==> src/hdl/b64u_pkg.sv <==
`timescale 1ns / 1ps
// ----------------------------------------------------------------------------
// b64u_pkg: shared types and constants for the base64url stream encoder
// group record passed from the byte collector to the character emitter
// ----------------------------------------------------------------------------
package b64u_pkg;

  localparam logic [7:0] PAD_CHAR   = 8'h3D;  // '='
  localparam logic [7:0] DASH_CHAR  = 8'h2D;  // '-'
  localparam logic [7:0] UNDER_CHAR = 8'h5F;  // '_'

  // number of alphabet characters in a group (2, 3 or 4), rest is padding
  localparam logic [2:0] USED_ONE   = 3'd2;
  localparam logic [2:0] USED_TWO   = 3'd3;
  localparam logic [2:0] USED_THREE = 3'd4;

  typedef struct packed {
    logic [23:0] bytes;   // first byte in the top bits, missing bytes zero
    logic [2:0]  used;    // alphabet characters before padding
    logic        last;    // group closes the message
  } grp_t;

  typedef struct packed {
    logic full;
    logic empty;
  } q_stat_t;

  // url-safe alphabet lookup
  function automatic logic [7:0] sextet_char(input logic [5:0] v);
    logic [7:0] w;
    logic [7:0] c;
    w = {2'b00, v};
    if (v < 6'd26) begin
      c = w + 8'd65;
    end else if (v < 6'd52) begin
      c = w + 8'd71;         // 'a' - 26
    end else if (v < 6'd62) begin
      c = w - 8'd4;          // '0' - 52
    end else if (v == 6'd62) begin
      c = DASH_CHAR;
    end else begin
      c = UNDER_CHAR;
    end
    return c;
  endfunction

endpackage

==> src/hdl/base64url_stream_encoder_top.sv <==
`timescale 1ns / 1ps
// a group's closing byte passes the group queue, cur_r, then the output register
// throughput: one character per cycle unless out_tready holds the output back
// the emitter walking four character slots per group sets the sustained rate
// input takes a byte every cycle while the group queue has room
// reset: synchronous active-low rst_n clears held bytes, queue and output valid
// ----------------------------------------------------------------------------
// base64url_stream_encoder_top: base64url encoder with '=' padding
// byte collector, group queue and character emitter on stream channels
// ----------------------------------------------------------------------------
module base64url_stream_encoder_top #(
  parameter int QUEUE_DEPTH = 2   // group records buffered, at least 2
) (
  input  logic       clk,
  input  logic       rst_n,
  // byte requests
  input  logic       in_tvalid,
  output logic       in_tready,
  input  logic [7:0] in_tdata,    // [7:0] data_byte
  input  logic       in_tlast,    // last_byte
  // character requests
  output logic       out_tvalid,
  input  logic       out_tready,
  output logic [7:0] out_tdata,   // [7:0] out_char
  output logic       out_tlast    // last_char
);

  b64u_pkg::grp_t    q_wdata;
  b64u_pkg::grp_t    q_rdata;
  b64u_pkg::q_stat_t q_stat;
  logic              q_push;
  logic              q_pop;

  // front: collects bytes, a group closes on the third byte or on the last one
  b64u_front u_front (
    .clk       (clk),
    .rst_n     (rst_n),
    .in_tvalid (in_tvalid),
    .in_tready (in_tready),
    .in_tdata  (in_tdata),
    .in_tlast  (in_tlast),
    .q_stat    (q_stat),
    .q_push    (q_push),
    .q_wdata   (q_wdata)
  );

  // queue decouples byte intake from character output
  b64u_fifo #(
    .DEPTH (QUEUE_DEPTH)
  ) u_fifo (
    .clk   (clk),
    .rst_n (rst_n),
    .push  (q_push),
    .wdata (q_wdata),
    .pop   (q_pop),
    .rdata (q_rdata),
    .stat  (q_stat)
  );

  // back: four characters per group, alphabet then padding, tlast on a last group
  b64u_back u_back (
    .clk        (clk),
    .rst_n      (rst_n),
    .q_stat     (q_stat),
    .q_rdata    (q_rdata),
    .q_pop      (q_pop),
    .out_tvalid (out_tvalid),
    .out_tready (out_tready),
    .out_tdata  (out_tdata),
    .out_tlast  (out_tlast)
  );

  // a last byte always closes a group in the same cycle
  a_last_closes: assert property (@(posedge clk) disable iff (!rst_n)
    (in_tvalid && in_tready && in_tlast) |-> q_push)
    else $error("last byte did not close a group");

  // no push into a full queue
  a_no_overflow: assert property (@(posedge clk) disable iff (!rst_n)
    q_push |-> !q_stat.full)
    else $error("group queue overflow");

  // no pop from an empty queue
  a_no_underflow: assert property (@(posedge clk) disable iff (!rst_n)
    q_pop |-> !q_stat.empty)
    else $error("group queue underflow");

endmodule

==> src/hdl/b64u_front.sv <==
`timescale 1ns / 1ps
// ----------------------------------------------------------------------------
// b64u_front: byte collector
// holds up to two bytes and pushes a group record when a group closes
// ----------------------------------------------------------------------------
module b64u_front (
  input  logic              clk,
  input  logic              rst_n,
  input  logic              in_tvalid,
  output logic              in_tready,
  input  logic [7:0]        in_tdata,   // [7:0] data_byte
  input  logic              in_tlast,   // last_byte
  input  b64u_pkg::q_stat_t q_stat,
  output logic              q_push,
  output b64u_pkg::grp_t    q_wdata
);

  logic [15:0] held_r, held_nxt;
  logic [1:0]  fill_r, fill_nxt;
  logic        accept;
  logic        close;

  assign in_tready = !q_stat.full;
  assign accept    = in_tvalid && in_tready;

  always_comb begin
    held_nxt = held_r;
    fill_nxt = fill_r;
    close    = 1'b1;
    q_wdata.last = in_tlast;
    case (fill_r)
      2'd0: begin
        q_wdata.bytes = {in_tdata, 16'h0000};
        q_wdata.used  = b64u_pkg::USED_ONE;
        close         = in_tlast;
        if (accept && !in_tlast) begin
          held_nxt = {in_tdata, 8'h00};
          fill_nxt = 2'd1;
        end
      end
      2'd1: begin
        q_wdata.bytes = {held_r[15:8], in_tdata, 8'h00};
        q_wdata.used  = b64u_pkg::USED_TWO;
        close         = in_tlast;
        if (accept && !in_tlast) begin
          held_nxt = {held_r[15:8], in_tdata};
          fill_nxt = 2'd2;
        end
      end
      default: begin
        q_wdata.bytes = {held_r, in_tdata};
        q_wdata.used  = b64u_pkg::USED_THREE;
      end
    endcase
    if (accept && close) begin
      held_nxt = 16'h0000;
      fill_nxt = 2'd0;
    end
  end

  assign q_push = accept && close;

  always_ff @(posedge clk) begin
    if (!rst_n) begin
      held_r <= 16'h0000;
      fill_r <= 2'd0;
    end else begin
      held_r <= held_nxt;
      fill_r <= fill_nxt;
    end
  end

endmodule

==> src/hdl/b64u_fifo.sv <==
`timescale 1ns / 1ps
// ----------------------------------------------------------------------------
// b64u_fifo: group queue
// short register queue between collector and emitter
// ----------------------------------------------------------------------------
module b64u_fifo #(
  parameter int DEPTH = 2
) (
  input  logic              clk,
  input  logic              rst_n,
  input  logic              push,
  input  b64u_pkg::grp_t    wdata,
  input  logic              pop,
  output b64u_pkg::grp_t    rdata,
  output b64u_pkg::q_stat_t stat
);

  localparam int PTR_W = $clog2(DEPTH);
  localparam int CNT_W = $clog2(DEPTH + 1);

  b64u_pkg::grp_t mem_r [DEPTH];
  logic [PTR_W-1:0] wr_ptr_r, wr_ptr_nxt;
  logic [PTR_W-1:0] rd_ptr_r, rd_ptr_nxt;
  logic [CNT_W-1:0] count_r, count_nxt;

  assign stat.empty = (count_r == '0);
  assign stat.full  = (count_r == CNT_W'(DEPTH));
  assign rdata      = mem_r[rd_ptr_r];

  always_comb begin
    wr_ptr_nxt = wr_ptr_r;
    rd_ptr_nxt = rd_ptr_r;
    count_nxt  = count_r;
    if (push) begin
      wr_ptr_nxt = (wr_ptr_r == PTR_W'(DEPTH - 1)) ? '0 : wr_ptr_r + 1'b1;
    end
    if (pop) begin
      rd_ptr_nxt = (rd_ptr_r == PTR_W'(DEPTH - 1)) ? '0 : rd_ptr_r + 1'b1;
    end
    if (push && !pop) begin
      count_nxt = count_r + 1'b1;
    end else if (pop && !push) begin
      count_nxt = count_r - 1'b1;
    end
  end

  always_ff @(posedge clk) begin
    if (push) begin
      mem_r[wr_ptr_r] <= wdata;
    end
  end

  always_ff @(posedge clk) begin
    if (!rst_n) begin
      wr_ptr_r <= '0;
      rd_ptr_r <= '0;
      count_r  <= '0;
    end else begin
      wr_ptr_r <= wr_ptr_nxt;
      rd_ptr_r <= rd_ptr_nxt;
      count_r  <= count_nxt;
    end
  end

endmodule

==> src/hdl/b64u_back.sv <==
`timescale 1ns / 1ps
// ----------------------------------------------------------------------------
// b64u_back: character emitter
// walks one group through its four character slots into a registered output stage
// ----------------------------------------------------------------------------
module b64u_back (
  input  logic              clk,
  input  logic              rst_n,
  input  b64u_pkg::q_stat_t q_stat,
  input  b64u_pkg::grp_t    q_rdata,
  output logic              q_pop,
  output logic              out_tvalid,
  input  logic              out_tready,
  output logic [7:0]        out_tdata,  // [7:0] out_char
  output logic              out_tlast   // last_char
);

  b64u_pkg::grp_t cur_r;
  logic       cur_valid_r, cur_valid_nxt;
  logic [1:0] k_r, k_nxt;
  logic       out_valid_r, out_valid_nxt;
  logic [7:0] out_data_r;
  logic       out_last_r;
  logic       out_free;
  logic       load;
  logic       fin;
  logic [5:0] sextet;
  logic [7:0] chr;

  assign out_free = !out_valid_r || out_tready;
  assign load     = cur_valid_r && out_free;
  assign fin      = load && (k_r == 2'd3);
  assign q_pop    = !q_stat.empty && (!cur_valid_r || fin);

  always_comb begin
    case (k_r)
      2'd0:    sextet = cur_r.bytes[23:18];
      2'd1:    sextet = cur_r.bytes[17:12];
      2'd2:    sextet = cur_r.bytes[11:6];
      default: sextet = cur_r.bytes[5:0];
    endcase
    chr = ({1'b0, k_r} < cur_r.used) ? b64u_pkg::sextet_char(sextet)
                                     : b64u_pkg::PAD_CHAR;
  end

  always_comb begin
    cur_valid_nxt = cur_valid_r;
    k_nxt         = k_r;
    if (load) begin
      k_nxt = k_r + 2'd1;
    end
    if (fin) begin
      cur_valid_nxt = 1'b0;
    end
    if (q_pop) begin
      cur_valid_nxt = 1'b1;
      k_nxt         = 2'd0;
    end
    if (load) begin
      out_valid_nxt = 1'b1;
    end else if (out_tready) begin
      out_valid_nxt = 1'b0;
    end else begin
      out_valid_nxt = out_valid_r;
    end
  end

  always_ff @(posedge clk) begin
    if (q_pop) begin
      cur_r <= q_rdata;
    end
    if (load) begin
      out_data_r <= chr;
      out_last_r <= cur_r.last && (k_r == 2'd3);
    end
  end

  always_ff @(posedge clk) begin
    if (!rst_n) begin
      cur_valid_r <= 1'b0;
      k_r         <= 2'd0;
      out_valid_r <= 1'b0;
    end else begin
      cur_valid_r <= cur_valid_nxt;
      k_r         <= k_nxt;
      out_valid_r <= out_valid_nxt;
    end
  end

  assign out_tvalid = out_valid_r;
  assign out_tdata  = out_data_r;
  assign out_tlast  = out_last_r;

endmodule
==> config.mk <==
export PLATFORM = sky130hd
export DESIGN_NAME = base64url_stream_encoder_top
export DESIGN_NICKNAME = d
export VERILOG_FILES = /design/src/hdl/b64u_pkg.sv /design/src/hdl/base64url_stream_encoder_top.sv /design/src/hdl/b64u_front.sv /design/src/hdl/b64u_fifo.sv /design/src/hdl/b64u_back.sv
export SDC_FILE = /design/constraint.sdc
export NUM_CORES = 1
export LEC_CHECK = 0
export ABC_AREA = 1
export BUFFER_PORTS_ARGS = -buffer_cell sky130_fd_sc_hd__buf_4
export CORE_MARGIN = 2
export CORE_UTILIZATION = 50
export CTS_BUF_LIST = sky130_fd_sc_hd__clkbuf_16
export DETAILED_ROUTE_END_ITERATION = 12
export GPL_TIMING_DRIVEN = 1
export PLACE_DENSITY = 0.76
export RECOVER_POWER = 50
export REMOVE_ABC_BUFFERS = 1
export SLEW_MARGIN = 30
export SYNTH_ARGS = -nofsm -noshare
export SYNTH_HDL_FRONTEND = slang
export SYNTH_SLANG_ARGS = --single-unit
==> constraint.sdc <==
create_clock -name clk -period 3.4 [get_ports clk]
set_input_delay 0.34 -clock clk [delete_from_list [all_inputs] [get_ports clk]]
set_output_delay 0.34 -clock clk [all_outputs]
set_load 0.05 [all_outputs]
### Word level (Yosys, flattened, before mapping)

Memory sizes are Yosys's and may differ from the RTL's. A register that Yosys moved wholly into a read port is not among the register bits.
Index checks and enable logic that the tools add are counted.

* register bits: 35
* latch bits: 0
* memory bits (writable): 56
* memory bits (read-only): 0
* bits of input ports: 13
* output and inout bits: 11
* word-level logic and storage cells: 87
* memories kept: 1

Memories
* u_fifo.mem_r: depth 2, width 28, rd ports 1, clocked after memory_dff 1, write ports 1, line b64u_fifo.sv:21 `b64u_pkg::grp_t mem_r [DEPTH];`

* $add $sub $neg: 8
* $mul: 0
* div/mod/pow operators: 0
* order comparisons: 4
* eq/ne operators: 8
* shift-type cells: 0
* multiplexer cells: 23
* bitwise operators: 2
* reduce and logical (&&, ||, !) cells: 30

Operators by type and width (number)
* 27-bit case mux with 2 select lines: 1
* 8-bit two-way mux: 4
* 16-bit case mux with 2 select lines: 1
* 6-bit case mux with 3 select lines: 1
* 6-bit by 7-bit adder with 8-bit output (second input constant): 2
* 16-bit two-way mux: 1
* 6-bit < comparator (second input constant): 2
* 1-bit logical AND: 9
* 1-bit two-way mux: 9
* 2-bit two-way mux: 4
* 2-bit nonzero test: 4
* 1-bit zero test: 7
* 7-bit two-way mux: 1
* 6-bit by 3-bit subtractor with 7-bit output (second input constant): 1
* 2-bit equality test (second input constant): 3
* 6-bit equality test (second input constant): 1
* 2-bit zero test: 3
* 6-bit by 5-bit < comparator with 1-bit output (second input constant): 1
* 3-bit AND reduction: 2
* 2-bit OR reduction: 3
* 2-bit by 1-bit adder with 2-bit output (second input constant): 2
* 2-bit by 1-bit equality test with 1-bit output (second input constant): 2
* 2-bit by 1-bit != test with 1-bit output (second input constant): 2
* 2-bit case mux with 2 select lines: 1
* other kinds (5): 8

### Longest topological paths before layout

* depth after elaboration: 9
* gate-level depth with buffers: 12
* depth with buffers taken out: 12

### Cells and area by module

From an unflattened synthesis, not the netlist that was laid out.

* cells, all modules: 487
* area, all modules: 5522.8 um2

Modules (own cells, without submodules)
* b64u_fifo: instances 1, cells an instance 122, area each 2351.0 um2, seq. area each 1781.7 um2
* b64u_back: instances 1, cells an instance 203, area each 2094.5 um2, seq. area each 1191.1 um2
* b64u_front: instances 1, cells an instance 162, area each 1077.3 um2, seq. area each 360.3 um2

### Least setup slack after synthesis

No wires, ideal clock.

* path type: flip-flop to flip-flop
* start point: register u_back.out_valid_r, in the netlist u_back.out_tvalid
* end point: register u_fifo.count_r[1]
* setup time: 122 ps
* arrival time: 3185 ps
* required time: 3278 ps
* setup slack: 93 ps
* stages on the path, launching flop included: 10
* path buffers: 0
* period minus slack after synthesis: 3307 ps
* cell sequence: dfxtp_1 > nand2_1 > a21oi_1 > a21oi_1 > inv_1 > ha_1 > a21oi_1 > o21ai_0 > o21ai_0 > a21oi_1

* cells in the longest elaborated chain, start to end: 9
* elaborated cells on any way between the ends: 11
* classes of those cells: mux (1); reduce/logical (10)

Ends and longest elaborated chain
* from (decl): line b64u_back.sv:21 `logic out_valid_r, out_valid_nxt;`
* from (signal assigned): line b64u_back.sv:86 `out_valid_r <= out_valid_nxt;`
* 1-bit zero test (*): line b64u_back.sv:30 `assign out_free = !out_valid_r || out_tready;`
* 1-bit logical OR (*): line b64u_back.sv:30
* 1-bit logical AND (*): line b64u_back.sv:31 `assign load = cur_valid_r && out_free;`
* 1-bit logical AND (*): line b64u_back.sv:32 `assign fin = load && (k_r == 2'd3);`
* 1-bit logical OR (*): line b64u_back.sv:33 `assign q_pop = !q_stat.empty && (!cur_valid_r || fin);`
* 1-bit logical AND (*): line b64u_back.sv:33
* via q_pop: line base64url_stream_encoder_top.sv:32 `logic q_pop;`
* 1-bit zero test: line b64u_fifo.sv:40 `if (push && !pop) begin`
* 1-bit logical AND: line b64u_fifo.sv:40
* 2-bit two-way mux / 2-bit nonzero test (equally long branches)
* to (signal assigned): line b64u_fifo.sv:61 `count_r <= count_nxt;`
* to (decl): line b64u_fifo.sv:24 `logic [CNT_W-1:0] count_r, count_nxt;`

The timed path passes the listed nets; every way through them passes the cells marked *.
A chain may end at the register's enable or synchronous reset.

### Worst setup path after layout

* start point: register u_back.k_r[1]
* end point: register u_fifo.count_r[1]

* cells in the longest elaborated chain, start to end: 7
* elaborated cells on any way between the ends: 9
* classes of those cells: eq/ne (1); mux (1); reduce/logical (7)

Ends and longest elaborated chain
* from (decl): line b64u_back.sv:20 `logic [1:0] k_r, k_nxt;`
* from (signal assigned): line b64u_back.sv:85 `k_r <= k_nxt;`
* 2-bit equality test (*): line b64u_back.sv:32
* 1-bit logical AND (*): line b64u_back.sv:32
* 1-bit logical OR (*): line b64u_back.sv:33
* 1-bit logical AND (*): line b64u_back.sv:33
* via q_pop: line base64url_stream_encoder_top.sv:32
* 1-bit zero test: line b64u_fifo.sv:40
* 1-bit logical AND: line b64u_fifo.sv:40
* 2-bit two-way mux / 2-bit nonzero test (equally long branches)

Marks and branches as above.

==> metrics.md <==
| Metric | Value |
|---|---|
| Status | `complete, no violations` |
| Routed WL | `between 9000 and 10,000 um` |
| Final setup vio count | `0` |
| Share of layout cells above drive strength 1 | `approximately 14%` |
| DP HPWL | `just over 6000 um` |
| Max-Slew Margin vs Limit | `between 40 and 50%` |
| Hold Crit Class | `in2reg` |
| Final RePlAce weighted congestion | `between 0.8 and 0.9` |
| Max-slew violations | `0` |
| Worst reg-to-reg setup slack | `between 1000 and 1500 ps` |
| First-pass GRT wire length | `around 16,000 um` |
| Worst-Skew Late Latency | `a little over 400 ps` |
| Clk sinks | `around 120` |
| Root buffer cell | `clkbuf_16` |
| Period utilization | `~65%` |
| Vias in the first global route | `about 3.4k` |
| Worst R2R Path Depth | `10` |
| WP data required | `3690 ps` |
| GRT Overall Usage | `around 18%` |
| Worst Setup Path Type | `reg2reg` |
| Commonest non-fill, non-tap cell in the layout | `nand2_1` |
| Crit-path max cell delay | `roughly 430 ps` |
| Peak supply drop | `about 0.00053 V` |
| Flops & latches, synth | `about 120` |
| # DRC | `0` |
| TritonRoute pass-1 iters | `5` |
| CP endpoint kind | `register` |
| Largest net degree at the start of global routing | `33` |
| Final core utilization | `approximately three fifths` |
| Number of post-CTS setup repair buffers | `0` |
| Post-route ant nets | `0` |
| Initial antenna violation count | `0` |
| Cts hold-fix bufs | `0` |
| # fillers | `a little under 800` |
| Vias | `3,410` |
| Diode count | `0` |
| Number of buffers and inverters on the critical path | `2` |
| Lkg Pwr | `2.47 nW` |
| Mean Syn Cell Area | `between 10 and 15 um^2` |
| CTS tree | `yes` |
| Initial Util | `approximately half` |
| Total Nets Final | `~540` |
| Crit-path cells | `ha_1 -> a21oi_1 -> a21oi_2 -> buf_4 -> inv_1 -> ha_1 -> a21oi_1 -> o21ai_0 -> o21ai_0 -> a21oi_1` |
| Crit-path slowest cell | `dfxtp_1` |
| Total CTS buffers | `17` |
| DR iter-0 viols | `roughly 150` |
| # Max-Cap Violations | `0` |
| Most used cell, CP | `a21oi_1` |
| GR Overflow Total | `0` |
| Fin crit period | `about 2200 ps` |
| Origin of the critical flop-to-flop path | `u_back.k_r[1]` |
| Placeable Area | `slightly below 0.01 mm^2` |
| Critical path depth in cells | `10` |
| Die width | `around 100 um` |
| Placed Instances | `~640` |
| Worst Hold Launch | `in_tdata[6]` |
| Synthesis Warnings | `0` |
| Critical R2R Capture | `u_fifo.count_r[1]` |
| PD cells | `about 940 mW/mm^2` |
| Htree depth | `4` |
| Clock buffer depth | `2` |
| Crit path launch type | `register` |
| Clk_skew | `a little over 9 ps` |
| Most frequent cells in the layout | `nand2_1 (169), edfxtp_1 (93), inv_1 (41), a21oi_1 (35), nor2_1 (27)` |
| Crit-path leading delay family | `compound AO/OA/AOI/OAI gates` |
| Synth Cell Area | `0.00507 mm^2` |
| RSZ-0062 raised after global routing | `no` |
| IO buf count | `23` |
| Part of the Yosys area used for sequential elements | `65.4%` |
| FP Rows | `36` |
| Worst Path Max Fanout | `32` |
| Total die area | `roughly 0.011 mm^2` |
| Final Non-Filler Cells | `between 600 and 700` |
| Cts repair resizes | `0` |
| Worst Hold Path EP | `u_front.held_r[14]` |
| Count of cell types in the netlist | `32` |
| Clk pin slew, worst setup/hold paths | `~50 ps` |
| Slew @ Worst Pin | `about 830 ps` |
| Die Ht | `105 um` |
| Area grow syn2layout | `16.8%` |
| Final Hold Fails | `0` |
| F_max | `about 450 MHz` |
| Vias per inst | `~5.1` |
| Hold-critical path depth | `3` |
| Sum Neg Setup Slack | `0 ps` |
| Num ports | `24` |
| Worst Path Arrival | `2510 ps` |
| Routed len/inst | `14.4 um` |
| Post-Syn Instances | `488` |
[layer usage]
| layer | part of all wire, % | wire (um) | vias up | global-route usage (%) |
|---|---|---|---|---|
| met1 | 42 | 4050 | 1604 | 21.3 |
| li1 | - | - | 1689 | - |
| met3 | 4.0 | 382 | 17 | 4.05 |
| met4 | 2.3 | 217 | 0 | 10.1 |
| met5 | 0 | 0 | - | 0 |
| met2 | 52 | 4950 | 100 | 31.9 |
[layout make-up]
type	instances	area, um^2	area share, %
sequential	119	3310	56.0
multi-input combinational	310	1520	25.7
clock buffer	17	425	7.19
inverter	46	173	2.92
tap	133	166	2.81
clock inverter	15	163	2.75
timing repair buffer	28	161	2.73
[worst max path at each step]
stage	startpoint	to	slack [ps]
3_5_place_dp	u_back.k_r[1]	u_back.out_tdata[4]	1240
3_3_place_gp	u_back.k_r[1]	u_fifo.count_r[1]	1270
4_1_cts	u_back.k_r[1]	u_fifo.count_r[1]	1160
6_report	u_back.k_r[1]	u_fifo.count_r[1]	1180
2_1_floorplan	u_back.out_tvalid	u_fifo.count_r[1]	90
5_1_grt	u_back.k_r[1]	u_fifo.count_r[1]	980
[state kept, by name, summed over array words and instances, names as in the netlist, 2 cells and up]
signal	flops
u_back.cur_r	28
u_back.k_r	2
u_back.out_tdata	8
u_fifo.count_r	2
u_fifo.mem_r	56
u_front.fill_r	2
u_front.held_r	16
[synthesized netlist by cell type]
| library cell | instances | area share [%] |
|---|---|---|
| nand2_2 | 5 | 0.62 |
| or2_2 | 3 | 0.37 |
| nand2_1 | 169 | 13 |
| o22ai_1 | 3 | 0.37 |
| xnor2_1 | 1 | 0.17 |
| nor2_4 | 2 | 0.44 |
| nor2_1 | 28 | 2.1 |
| ha_1 | 9 | 2.2 |
| nor2_2 | 3 | 0.37 |
| o211ai_1 | 3 | 0.44 |
| mux2_2 | 1 | 0.22 |
| inv_2 | 7 | 0.52 |
| o21ai_1 | 2 | 0.20 |
| buf_2 | 4 | 0.40 |
| clkbuf_1 | 7 | 0.52 |
| o21ai_4 | 2 | 0.64 |
| o21ai_0 | 19 | 1.9 |
| nand3_1 | 8 | 0.79 |
| nor3_2 | 1 | 0.20 |
| o21ai_2 | 2 | 0.35 |
| a21oi_1 | 36 | 3.6 |
| o22ai_2 | 1 | 0.25 |
| nand4_1 | 2 | 0.25 |
| inv_1 | 39 | 2.9 |
| xor2_1 | 2 | 0.35 |
| a211oi_1 | 4 | 0.59 |
| or2_4 | 1 | 0.17 |
| edfxtp_1 | 93 | 55 |
| conb_1 | 1 | 0.074 |
| dfxtp_1 | 26 | 10 |
| buf_6 | 2 | 0.44 |
| o21bai_4 | 2 | 0.74 |
[worst register-to-register path, delay by kind of cell (launching register included)]
family | cells | cell delay (ps)
compound gates | 6 | 690
fa+ha+maj | 2 | 520
buf+inv | 2 | 470
flops | 1 | 430
[power breakdown]
part	switching [mW]	internal, mW
registers	0.108	2.03
clock network	0.627	1.14
logic	1.19	0.466
[per-stage QoR]
stage | setup WS [ps] | cell area, um^2 | total power [mW] | hold slack [ps]
3_5_place_dp | 1240 | 5380 | 3.85 | 460
4_1_cts | 1160 | 5970 | 5.63 | 161
6_report | 1180 | 5920 | 5.57 | 187
5_1_grt | 977 | 5920 | 5.88 | 217
3_3_place_gp | 1270 | 5380 | 3.81 | 451
2_1_floorplan | 92.8 | 5000 | 3.42 | 437
[kinds of logic after synthesis]
| kind of cell | Yosys count | share of synthesized area (%) |
|---|---|---|
| buffers and inverters | 59 | 4.77 |
| AOI/OAI and AO/OA | 74 | 9.01 |
| DFF | 119 | 65.4 |
| and+or+nand+nor | 222 | 17.8 |
| other | 1 | 0.0740 |
| muxes | 1 | 0.222 |
| adders and majority gates | 9 | 2.22 |
| xor gates and xnor gates | 3 | 0.519 |
Note: power is estimated with default switching activity, not from simulation.
